===== config.mk =====
export PLATFORM = sky130hd
export DESIGN_NAME = status_frame_parser_change_detect_top
export DESIGN_NICKNAME = d
export VERILOG_FILES = /design/src/rtl/sfpcd_pkg.sv /design/src/rtl/status_frame_parser_change_detect_top.sv
export SDC_FILE = /design/constraint.sdc
export NUM_CORES = 1
export LEC_CHECK = 0
export BUFFER_PORTS_ARGS = -buffer_cell sky130_fd_sc_hd__buf_2
export CORE_AREA = 2 2 218 220
export DETAILED_ROUTE_END_ITERATION = 10
export DIE_AREA = 0 0 220 222
export HOLD_SLACK_MARGIN = 0.06
export PLACE_DENSITY = 0.63
export SETUP_SLACK_MARGIN = 0.15
export SYNTH_ARGS = -nofsm -noshare
export SYNTH_HDL_FRONTEND = slang
export SYNTH_SLANG_ARGS = --single-unit

===== constraint.sdc =====
create_clock -name clk -period 13.3 [get_ports clk]
set_clock_uncertainty 0.05 [all_clocks]
set_input_delay 0.665 -clock clk [delete_from_list [all_inputs] [get_ports clk]]
set_output_delay 0.665 -clock clk [all_outputs]
set_load 0.02 [all_outputs]

===== src/rtl/sfpcd_pkg.sv =====
// shared types and constants of the status frame parser with change detection
`default_nettype none

package sfpcd_pkg;

  // result status reported with every closed frame
  typedef enum logic [2:0] {
    ST_DATA    = 3'd0,
    ST_CMD     = 3'd1,
    ST_BAD_LEN = 3'd2,
    ST_BAD_HDR = 3'd3,
    ST_BAD_SUM = 3'd4
  } status_t;

  // configuration register indexes
  localparam int unsigned CFG_ADDR_W = 1;
  localparam int unsigned CFG_DATA_W = 16;
  localparam logic [CFG_ADDR_W-1:0] REG_TEMP_WINDOW = 1'b0;
  localparam logic [CFG_ADDR_W-1:0] REG_BURST_LIMIT = 1'b1;

  // configuration reset values
  localparam logic [15:0] TEMP_WINDOW_RST = 16'd2000;
  localparam logic [3:0]  BURST_LIMIT_RST = 4'd10;

  // frame constants
  localparam logic [7:0] HDR_BYTE = 8'hAA;
  localparam logic [7:0] CMD_TYPE = 8'h02;

  // byte positions inside a frame
  localparam int unsigned B_HDR0   = 0;
  localparam int unsigned B_HDR1   = 1;
  localparam int unsigned B_TYPE   = 3;
  localparam int unsigned B_FIELD0 = 4;
  localparam int unsigned B_TEMP   = 10;
  localparam int unsigned B_HOUR   = 13;
  localparam int unsigned B_MIN    = 14;
  localparam int unsigned B_FAULT  = 15;

  // stored field slots
  localparam int unsigned NUM_FIELDS  = 8;
  localparam int unsigned NUM_CMP     = 6;
  localparam int unsigned SLOT_TEMP   = 6;
  localparam int unsigned SLOT_FAULT  = 7;

  // stream widths
  localparam int unsigned IN_DATA_W  = 40;
  localparam int unsigned OUT_DATA_W = 96;

endpackage

`default_nettype wire


===== src/rtl/status_frame_parser_change_detect_top.sv =====
// top level: byte-stream status frame parser, checker and change detector
// a frame's result is registered when its last byte leaves the input register
// throughput: one byte per cycle; only a last byte waits, and only while the result
//   register holds a result that is not taken in the same cycle
// reset (rst_n low, synchronous): counters, stored fields and timers clear, config regs
//   return to window 2000 ms and burst limit 10; no result is pending
`default_nettype none

module status_frame_parser_change_detect_top #(
  parameter int unsigned FRAME_LEN = 32
) (
  input  wire logic                                 clk,
  input  wire logic                                 rst_n,
  // configuration write port
  input  wire logic                                 cfg_we,
  input  wire logic [sfpcd_pkg::CFG_ADDR_W-1:0]     cfg_addr,
  input  wire logic [sfpcd_pkg::CFG_DATA_W-1:0]     cfg_wdata,
  // input byte stream
  input  wire logic                                 in_tvalid,
  output logic                                      in_tready,
  // in_tdata: data_byte[7:0], now_ms[39:8]
  input  wire logic [sfpcd_pkg::IN_DATA_W-1:0]      in_tdata,
  input  wire logic                                 in_tlast,
  // result stream
  output logic                                      out_tvalid,
  input  wire logic                                 out_tready,
  // out_tdata: command_code[7:0], changed[8], on_off[16:9], heating[24:17],
  //   appoint[32:25], work_mode[40:33], power_level[48:41], temp_target[56:49],
  //   temp_now[64:57], appoint_time[80:65], fault_code[88:81], zero fill above
  output logic [sfpcd_pkg::OUT_DATA_W-1:0]          out_tdata,
  // out_tuser: frame_status[2:0]
  output sfpcd_pkg::status_t                        out_tuser
);

  localparam int unsigned IDX_W = $clog2(FRAME_LEN);
  localparam int unsigned CNT_W = $clog2(FRAME_LEN + 2);
  localparam logic [CNT_W-1:0] CNT_FULL = CNT_W'(FRAME_LEN);
  localparam logic [CNT_W-1:0] CNT_LAST = CNT_W'(FRAME_LEN - 1);
  localparam logic [CNT_W-1:0] CNT_SUM  = CNT_W'(FRAME_LEN - 2);
  localparam logic [CNT_W-1:0] CNT_SAT  = CNT_W'(FRAME_LEN + 1);
  localparam logic [IDX_W-1:0] IDX_TRL_HI = IDX_W'(FRAME_LEN - 2);

  // configuration registers
  logic [15:0] temp_window_r;
  logic [3:0]  burst_limit_r;

  // input register
  logic        s1_vld_r;
  logic [7:0]  s1_byte_r;
  logic        s1_end_r;
  logic [31:0] s1_now_r;
  logic        s1_go;

  // frame state
  logic [CNT_W-1:0] cnt_r;
  logic [CNT_W-1:0] cnt_nxt;
  logic [15:0]      sum_r;
  logic [15:0]      sum_nxt;
  logic [7:0]       frame_r [FRAME_LEN];

  // stored fields and filter state
  logic [7:0]  stored_r [sfpcd_pkg::NUM_FIELDS];
  logic [7:0]  new_f    [sfpcd_pkg::NUM_FIELDS];
  logic [7:0]  rep_f    [sfpcd_pkg::NUM_FIELDS];
  logic [7:0]  hour_r;
  logic [7:0]  minute_r;
  logic [31:0] last_ms_r;
  logic [3:0]  tcount_r;
  logic [3:0]  tcount_nxt;

  // result register
  logic                              out_vld_r;
  logic [sfpcd_pkg::OUT_DATA_W-1:0]  out_data_r;
  logic [sfpcd_pkg::OUT_DATA_W-1:0]  out_data_nxt;
  sfpcd_pkg::status_t                out_status_r;

  // frame check signals
  logic               len_ok;
  logic               hdr_ok;
  logic               sum_ok;
  logic [15:0]        trailer;
  sfpcd_pkg::status_t status;
  logic               is_data;
  logic [7:0]         cmd_code;
  logic               chg_main;
  logic               chg_time;
  logic               temp_reached;
  logic               temp_fast;
  logic               temp_report;
  logic               changed;
  logic [31:0]        elapsed;
  logic [15:0]        atime;

  // handshake: only a last byte waits for the result register
  assign s1_go     = s1_vld_r && (!s1_end_r || !out_vld_r || out_tready);
  assign in_tready = !s1_vld_r || s1_go;

  always_ff @(posedge clk) begin
    if (!rst_n) begin
      s1_vld_r <= 1'b0;
    end else if (in_tready) begin
      s1_vld_r <= in_tvalid;
    end
  end

  always_ff @(posedge clk) begin
    if (in_tready && in_tvalid) begin
      s1_byte_r <= in_tdata[7:0];
      s1_end_r  <= in_tlast;
      s1_now_r  <= in_tdata[39:8];
    end
  end

  // configuration writes
  always_ff @(posedge clk) begin
    if (!rst_n) begin
      temp_window_r <= sfpcd_pkg::TEMP_WINDOW_RST;
      burst_limit_r <= sfpcd_pkg::BURST_LIMIT_RST;
    end else if (cfg_we) begin
      case (cfg_addr)
        sfpcd_pkg::REG_TEMP_WINDOW: temp_window_r <= cfg_wdata;
        sfpcd_pkg::REG_BURST_LIMIT: burst_limit_r <= cfg_wdata[3:0];
        default: ;
      endcase
    end
  end

  // byte count and running checksum
  always_comb begin
    cnt_nxt = cnt_r;
    sum_nxt = sum_r;
    if (cnt_r < CNT_SUM) begin
      sum_nxt = sum_r + {8'd0, s1_byte_r};
    end
    if (cnt_r < CNT_SAT) begin
      cnt_nxt = cnt_r + CNT_W'(1);
    end
    if (s1_end_r) begin
      cnt_nxt = '0;
      sum_nxt = '0;
    end
  end

  always_ff @(posedge clk) begin
    if (!rst_n) begin
      cnt_r <= '0;
      sum_r <= '0;
    end else if (s1_go) begin
      cnt_r <= cnt_nxt;
      sum_r <= sum_nxt;
    end
  end

  // frame byte store
  always_ff @(posedge clk) begin
    if (s1_go && (cnt_r < CNT_FULL)) begin
      frame_r[cnt_r[IDX_W-1:0]] <= s1_byte_r;
    end
  end

  // frame checks; the last trailer byte is the one in the input register
  assign len_ok  = (cnt_r == CNT_LAST);
  assign hdr_ok  = (frame_r[IDX_W'(sfpcd_pkg::B_HDR0)] == sfpcd_pkg::HDR_BYTE) &&
                   (frame_r[IDX_W'(sfpcd_pkg::B_HDR1)] == sfpcd_pkg::HDR_BYTE);
  assign trailer = {frame_r[IDX_TRL_HI], s1_byte_r};
  assign sum_ok  = (trailer == sum_r);

  always_comb begin
    cmd_code = 8'd0;
    if (!len_ok) begin
      status = sfpcd_pkg::ST_BAD_LEN;
    end else if (!hdr_ok) begin
      status = sfpcd_pkg::ST_BAD_HDR;
    end else if (!sum_ok) begin
      status = sfpcd_pkg::ST_BAD_SUM;
    end else if (frame_r[IDX_W'(sfpcd_pkg::B_TYPE)] == sfpcd_pkg::CMD_TYPE) begin
      status   = sfpcd_pkg::ST_CMD;
      cmd_code = frame_r[IDX_W'(sfpcd_pkg::B_FIELD0)];
    end else begin
      status = sfpcd_pkg::ST_DATA;
    end
  end

  assign is_data = (status == sfpcd_pkg::ST_DATA);

  // new field values from the frame
  always_comb begin
    for (int i = 0; i < sfpcd_pkg::SLOT_FAULT; i++) begin
      new_f[i] = frame_r[IDX_W'(sfpcd_pkg::B_FIELD0 + i)];
    end
    new_f[sfpcd_pkg::SLOT_FAULT] = frame_r[IDX_W'(sfpcd_pkg::B_FAULT)];
  end

  // priority compare: main fields and fault code, then time, then temperature
  always_comb begin
    chg_main = 1'b0;
    for (int i = 0; i < sfpcd_pkg::NUM_CMP; i++) begin
      if (stored_r[i] != new_f[i]) begin
        chg_main = 1'b1;
      end
    end
    if (stored_r[sfpcd_pkg::SLOT_FAULT] != new_f[sfpcd_pkg::SLOT_FAULT]) begin
      chg_main = 1'b1;
    end
  end

  assign chg_time = !chg_main &&
                    ((hour_r != frame_r[IDX_W'(sfpcd_pkg::B_HOUR)]) ||
                     (minute_r != frame_r[IDX_W'(sfpcd_pkg::B_MIN)]));
  assign temp_reached = !chg_main && !chg_time &&
                        (stored_r[sfpcd_pkg::SLOT_TEMP] != new_f[sfpcd_pkg::SLOT_TEMP]);
  assign elapsed   = s1_now_r - last_ms_r;
  assign temp_fast = (elapsed < {16'd0, temp_window_r});

  // temperature burst filter
  always_comb begin
    tcount_nxt  = tcount_r;
    temp_report = 1'b0;
    if (temp_reached) begin
      if (temp_fast) begin
        if (tcount_r >= burst_limit_r) begin
          temp_report = 1'b1;
          tcount_nxt  = 4'd0;
        end else begin
          tcount_nxt = tcount_r + 4'd1;
        end
      end else begin
        temp_report = 1'b1;
        tcount_nxt  = 4'd0;
      end
    end
  end

  assign changed = is_data && (chg_main || chg_time || temp_report);

  // stored state update on a good data frame
  always_ff @(posedge clk) begin
    if (!rst_n) begin
      for (int i = 0; i < sfpcd_pkg::NUM_FIELDS; i++) begin
        stored_r[i] <= 8'd0;
      end
      hour_r    <= 8'd0;
      minute_r  <= 8'd0;
      last_ms_r <= 32'd0;
      tcount_r  <= 4'd0;
    end else if (s1_go && s1_end_r && is_data) begin
      for (int i = 0; i < sfpcd_pkg::NUM_FIELDS; i++) begin
        stored_r[i] <= new_f[i];
      end
      if (chg_time) begin
        hour_r   <= frame_r[IDX_W'(sfpcd_pkg::B_HOUR)];
        minute_r <= frame_r[IDX_W'(sfpcd_pkg::B_MIN)];
      end
      if (temp_reached) begin
        last_ms_r <= s1_now_r;
      end
      tcount_r <= tcount_nxt;
    end
  end

  // result payload
  always_comb begin
    for (int i = 0; i < sfpcd_pkg::NUM_FIELDS; i++) begin
      rep_f[i] = is_data ? new_f[i] : stored_r[i];
    end
    atime = is_data ? {frame_r[IDX_W'(sfpcd_pkg::B_HOUR)],
                       frame_r[IDX_W'(sfpcd_pkg::B_MIN)]} : 16'd0;
    out_data_nxt = {7'd0, rep_f[7], atime, rep_f[6], rep_f[5], rep_f[4], rep_f[3],
                    rep_f[2], rep_f[1], rep_f[0], changed, cmd_code};
  end

  // result register
  always_ff @(posedge clk) begin
    if (!rst_n) begin
      out_vld_r <= 1'b0;
    end else if (s1_go && s1_end_r) begin
      out_vld_r <= 1'b1;
    end else if (out_tready) begin
      out_vld_r <= 1'b0;
    end
  end

  always_ff @(posedge clk) begin
    if (s1_go && s1_end_r) begin
      out_data_r   <= out_data_nxt;
      out_status_r <= status;
    end
  end

  assign out_tvalid = out_vld_r;
  assign out_tdata  = out_data_r;
  assign out_tuser  = out_status_r;

`ifndef ASSERT_OFF
  // byte count never runs past its saturation point
  a_cnt_sat: assert property (@(posedge clk) disable iff (!rst_n)
    cnt_r <= CNT_SAT)
    else $error("byte count past saturation");

  // a frame end always loads a result
  a_end_result: assert property (@(posedge clk) disable iff (!rst_n)
    (s1_go && s1_end_r) |=> out_vld_r)
    else $error("frame end without result");

  // frame state restarts after every frame end
  a_end_clear: assert property (@(posedge clk) disable iff (!rst_n)
    (s1_go && s1_end_r) |=> (cnt_r == '0) && (sum_r == '0))
    else $error("frame state not cleared at frame end");

  // a non-data frame leaves the stored fields alone
  a_keep_fields: assert property (@(posedge clk) disable iff (!rst_n)
    (s1_go && s1_end_r && !is_data) |=>
      $stable(stored_r[0]) && $stable(stored_r[sfpcd_pkg::SLOT_TEMP]) &&
      $stable(stored_r[sfpcd_pkg::SLOT_FAULT]) && $stable(tcount_r))
    else $error("stored fields changed by non-data frame");

  // a pending result is never overwritten before it is taken
  a_no_overrun: assert property (@(posedge clk) disable iff (!rst_n)
    (out_vld_r && !out_tready) |-> !(s1_go && s1_end_r))
    else $error("result overwritten while pending");
`endif

endmodule

`default_nettype wire

Word level (Yosys, flattened, before mapping)
Memories as Yosys holds them, arrays and structs flattened.
Index checks and enable logic that the tools add are counted.
Operators by class
  add/subtract/negate cells: 4
  multiply operators: 0
  divide/modulo/power cells: 0
  $lt $le $gt $ge: 5
  equal/unequal tests: 15
  shift-type cells: 0
  multiplexer cells: 44
  bitwise logic cells: 9
  reductions and logical operators: 32
Operators with widths (number)
  $mux W8: 16
  $ne A8 B8 Y1: 10
  $lt A32 B16 Y1: 1
  $mux W16: 2
  $sub A32 B32 Y32: 1
  $mux W1: 19
  $add A16 B8 Y16: 1
  $eq A16 B16 Y1: 1
  $eq A8 B8 Y1 const B: 2
  $lt A6 B6 Y1 const B: 2
  $mux W6: 2
  $reduce_and A2 Y1: 6
  $logic_and A1 B1 Y1: 10
  $mux W3: 3
  $eq A8 B2 Y1 const B: 1
  $mux W4: 2
  $or A1 B1 Y1: 8
  $add A6 B1 Y6 const B: 1
  $eq A6 B5 Y1 const B: 1
  $logic_or A1 B1 Y1: 6
  $lt A6 B5 Y1 const B: 1
  $reduce_bool A2 Y1: 3
  $logic_not A1 Y1: 5
  $add A4 B1 Y4 const B: 1
  4 further kinds: 4
Word-level totals
  register bits: 229
  latch bits: 0
  RAM bits: 320
  ROM bits: 0
  output and inout bits: 101
  word-level logic and storage cells: 128
  memories: 2
Memories
  frame_r: words 32, bits a word 8, rd ports 14, clocked after Yosys merged registers in 0, wr ports 1, RTL line status_frame_parser_change_detect_top.sv:59  | logic [7:0] frame_r [FRAME_LEN];
  stored_r: words 8, bits a word 8, rd ports 8, clocked after Yosys merged registers in 0, wr ports 8, RTL line status_frame_parser_change_detect_top.sv:62  | logic [7:0] stored_r [sfpcd_pkg::NUM_FIELDS];

Logic depth before layout (Yosys ltp)
An unclocked memory read counts as a cell.
  word-level depth: 17
  gate-level depth with buffers: 21
  mapped depth without buffers: 21

Worst setup path before layout
Ideal clock, no wire load.
  kind: input -> register
  from: in out_tready
  to: mem stored_r[0][0] (enable)
  setup time: 423 ps
  arrival: 6969 ps
  required time: 12827 ps
  path slack: 5858 ps
  stages: 4
  cell sequence: nor2b_1 > nor2_1 > nand2_2 > nand2_1
RTL lines
  from (decl): RTL line status_frame_parser_change_detect_top.sv:26  | input wire logic out_tready,
  to (decl): RTL line status_frame_parser_change_detect_top.sv:62

Worst setup path after layout
  from: reg s1_now_r[1]
  to: reg out_data_r (netlist bit out_tdata[8]) (data pin)
Between the ends
  longest elaborated chain between the ends: 6
Ends and longest elaborated chain
  from (decl): RTL line status_frame_parser_change_detect_top.sv:51  | logic [31:0] s1_now_r;
  from (signal assigned): RTL line status_frame_parser_change_detect_top.sv:110  | s1_now_r <= in_tdata[39:8];
  $sub A32 B32 Y32: RTL line status_frame_parser_change_detect_top.sv:212  | assign elapsed = s1_now_r - last_ms_r;
  $lt A32 B16 Y1: RTL line status_frame_parser_change_detect_top.sv:213  | assign temp_fast = (elapsed < {16'd0, temp_window_r});
  $mux W1: RTL line status_frame_parser_change_detect_top.sv:220  | if (temp_fast) begin
  $mux W1: RTL line status_frame_parser_change_detect_top.sv:219  | if (temp_reached) begin
  $logic_or A1 B1 Y1: RTL line status_frame_parser_change_detect_top.sv:234  | assign changed = is_data && (chg_main || chg_time || temp_report);
  $logic_and A1 B1 Y1: RTL line status_frame_parser_change_detect_top.sv:234
  via changed: RTL line status_frame_parser_change_detect_top.sv:90  | logic changed;
  to (signal assigned): RTL line status_frame_parser_change_detect_top.sv:285  | out_data_r <= out_data_nxt;
  to (decl): RTL line status_frame_parser_change_detect_top.sv:73  | logic [sfpcd_pkg::OUT_DATA_W-1:0] out_data_r;
The timed path passes the listed nets, and every way through them passes these cells.
A chain may end at the register's enable or synchronous reset.

==> flow_metrics.env <==
export IMPL_min_path_cells=1
export IMPL_start_util_pct=39.87
export IMPL_fin_area_sq_um=21180
export IMPL_final_setup_tns_ns=0
export IMPL_area_growth_pct=14.80
export IMPL_cts_made_buffers=44
export IMPL_final_cell_mix="nand2_1 (326), edfxtp_1 (309), buf_2 (156)"
export IMPL_synth_warning_count=0
export IMPL_post_dp_cell_area_sq_um=19760
export IMPL_synth_edf_count=309
export IMPL_die_x_microns=220
export IMPL_ys_ff_latch=405
export IMPL_clkTransAtPathRegs_ns=0.06
export IMPL_rows=79
export IMPL_r2r_end="out_tdata[8]"
export IMPL_ctsResizeCount=0
export IMPL_drt_iter0_drc=654
export IMPL_critical_path_endpoint_type="flip-flop"
export IMPL_grt_start_max_net_pins=87
export IMPL_globalRoute_totalOverflow=0
export IMPL_place_ws_ns=8.308
export IMPL_drt_wirelength_per_cell_microns=17.27
export IMPL_cts_setup_buffers=0
export IMPL_syn_area_sq_um=18450
export IMPL_final_nets=1912
export IMPL_final_cells=2426
export IMPL_numPortBuffers=156
export IMPL_ir_drop_mv=0.08632
export IMPL_grt_usage_pct=17.08
export IMPL_setup_worst_path_start_class="flip-flop"
export IMPL_worstHoldEndpoint="s1_now_r[8]"
export IMPL_synth_main_ff_cell="edfxtp_1"
export IMPL_synth_area_leaders="edfxtp_1 (50%), dfxtp_1 (10%), nand2_1 (6.7%)"
export IMPL_min_path_type="in -> reg"
export IMPL_ys_seq_area_share_pct=60.72
export IMPL_hold_buffers=0
export IMPL_core_area_sq_um=46260
export IMPL_grt_pass1_wl_microns=65350
export IMPL_clk_insertion_delay_late_ns=0.58
export IMPL_antenna_found_initial=2
export IMPL_post_place_cells=2344
export IMPL_vias=12300
export IMPL_place_hpwl_microns=28190
export IMPL_cts_root_buf="clkbuf_16"
export IMPL_dr_pass1_iters=5
export IMPL_r2r_start="s1_now_r[1]"
export IMPL_cp_data_arrival_time_ns=5.44
export IMPL_p_leak_nw=7.707
export IMPL_slew_viol_final=0
export IMPL_cts_htree_levels=2
export IMPL_final_antenna_net_count=0
export IMPL_outcome="finished, final reports clean"
export IMPL_via_per_inst=5.069
export IMPL_cp_required_ns=13.57
export IMPL_worst_pin_slew_ns=1.268
export IMPL_crit_path_max_fanout=5
export IMPL_reg2regPathDepth=20
export IMPL_synth_cell_type_count=80
export IMPL_synth_cells=1633
export IMPL_remaining_drc_errors=0
export IMPL_wl_microns=41890
export IMPL_setup_viol=0
export IMPL_die_area_sq_um=48840
export IMPL_drive_gt1_share_pct=14.03
export IMPL_finalWorstPathRequiredPeriod_ns=5.164
export IMPL_crit_type="reg -> reg"
export IMPL_holdWs_ns=0.2208
export IMPL_timing_final_crit_share_pct=38.83
export IMPL_hold_viol=0
export IMPL_grt_pass1_vias=11850
export IMPL_fmax_mhz=193.7
export IMPL_syn_area_per_cell_sq_um=11.30
export IMPL_max_cap_violations=0
export IMPL_finalPower_mw=2.794
export IMPL_place_gp_congestion=0.8824
export IMPL_clock_path_buffers=3
export IMPL_power_density_nw_per_um2=132.0
export IMPL_synth_top_area_share_pct=50.31
export IMPL_yosys_area_top_type="edfxtp_1"
export IMPL_holdCritStartpoint="in_tdata[16]"
export IMPL_cts_sinks=405
export IMPL_cts_tree="built"
export IMPL_ioPinCount=164
export IMPL_fin_ws_ns=8.136
export IMPL_max_slew_margin_pct=15.32
export IMPL_reg2reg_slack_ns=8.14
export IMPL_rsz0062_at_grt="false"
export IMPL_layout_commonest_cell="nand2_1"
export IMPL_die_y_microns=222
export IMPL_finalCoreUtilization_pct=45.78
export IMPL_synthArstFlopShare_pct=0
## worst max path at each step
stage,startpoint,endpoint,slack [ns],cells after the start
6_report,s1_now_r[1],out_tdata[8],8.14,20
5_1_grt,s1_now_r[3],out_tdata[8],7.84,20
4_1_cts,s1_now_r[1],out_tdata[8],8.29,20
3_5_place_dp,s1_now_r[1],out_tdata[8],8.31,20
3_3_place_gp,s1_now_r[8],out_tdata[8],8.41,18
2_1_floorplan,out_tready,stored_r[0][0],5.86,4
## power by group
group	internal (mW)	total (mW)	switching (mW)
Sequential	1.39	1.42	0.0259
Clock	0.697	1.20	0.501
Combinational	0.0649	0.175	0.110
## registers in the layout, summed over array words and instances, names as in the netlist
name / cells
cnt_r: 6
minute_r: 8
sum_r: 16
last_ms_r: 32
s1_end_r: 1
out_tvalid: 1
out_tuser: 3
s1_byte_r: 8
stored_r: 64
tcount_r: 4
out_tdata: 89
hour_r: 8
s1_vld_r: 1
frame_r: 112
s1_now_r: 32
temp_window_r: 16
burst_limit_r: 4
## final cells by class
type                            instances  area (sq um)
Fill cell                            4282         25080
Clock buffer                           61          1206
Sequential cell                       405         11200
Tap cell                              607         759.5
Clock inverter                         20         205.2
Antenna cell                            1         2.502
Inverter                               83         311.5
Timing Repair Buffer                  169         878.3
Multi-Input combinational cell       1080          6611
## Yosys cell counts (3+ instances only)
| cell | n |
|---|---|
| a211oi_1 | 10 |
| a21o_1 | 10 |
| a21oi_1 | 93 |
| a22oi_1 | 6 |
| a31oi_1 | 6 |
| and2_1 | 90 |
| and3_1 | 10 |
| buf_2 | 9 |
| buf_4 | 10 |
| clkbuf_1 | 44 |
| dfxtp_1 | 96 |
| edfxtp_1 | 309 |
| ha_1 | 64 |
| inv_1 | 81 |
| mux2i_1 | 20 |
| nand2_1 | 327 |
| nand2b_1 | 6 |
| nand3_1 | 21 |
| nand4_1 | 31 |
| nor2_1 | 73 |
| nor2b_1 | 11 |
| nor3_1 | 19 |
| nor3b_1 | 4 |
| nor4_1 | 21 |
| nor4bb_1 | 5 |
| o2111ai_1 | 3 |
| o211ai_1 | 8 |
| o21a_1 | 11 |
| o21ai_0 | 36 |
| o21bai_1 | 9 |
| o221ai_1 | 4 |
| o22ai_1 | 3 |
| o31ai_1 | 4 |
| or3_1 | 4 |
| xnor2_1 | 92 |
| xor2_1 | 25 |
## cells by family (layout without fill, tap and decap cells)
logic type                 after synthesis  count (layout)  synth area share, %
and+or+nand+nor                        641             641                16.50
DFF                                    405             405                60.72
AOI/OAI and AO/OA                      227             227                7.679
buffers and inverters                  154             333                3.751
xor gates and xnor gates               117             117                5.556
adders and majority gates               66              66                4.558
muxes                                   22              22                1.207
other                                    1               8              0.02033
## per-layer routing
metal / global-route usage, % / share of wire (%) / vias to the layer above
li1: - / - / 6011
met1: 23.72 / 46 / 5936
met2: 27.37 / 47 / 295
met3: 3.320 / 5.1 / 53
met4: 4.395 / 2.0 / 2
met5: 0 / 0.024 / -
## critical path, cell delays in order, from the launching register on
cell,delay (ns)
edfxtp_1,0.42
ha_1,0.31
nor2b_1,0.14
o211ai_1,0.35
a21oi_1,0.19
o21ai_0,0.20
nand2_1,0.10
a21oi_1,0.16
o21bai_1,0.10
xor2_1,0.16
ha_1,0.31
a21oi_1,0.15
nor2_1,0.06
a211oi_1,0.38
o221ai_1,0.18
a2111oi_0,0.40
o2111ai_1,0.18
or4_4,0.46
nor4_4,0.39
nor2_1,0.07
o21a_1,0.17
Power figures use the tool's default switching activity.
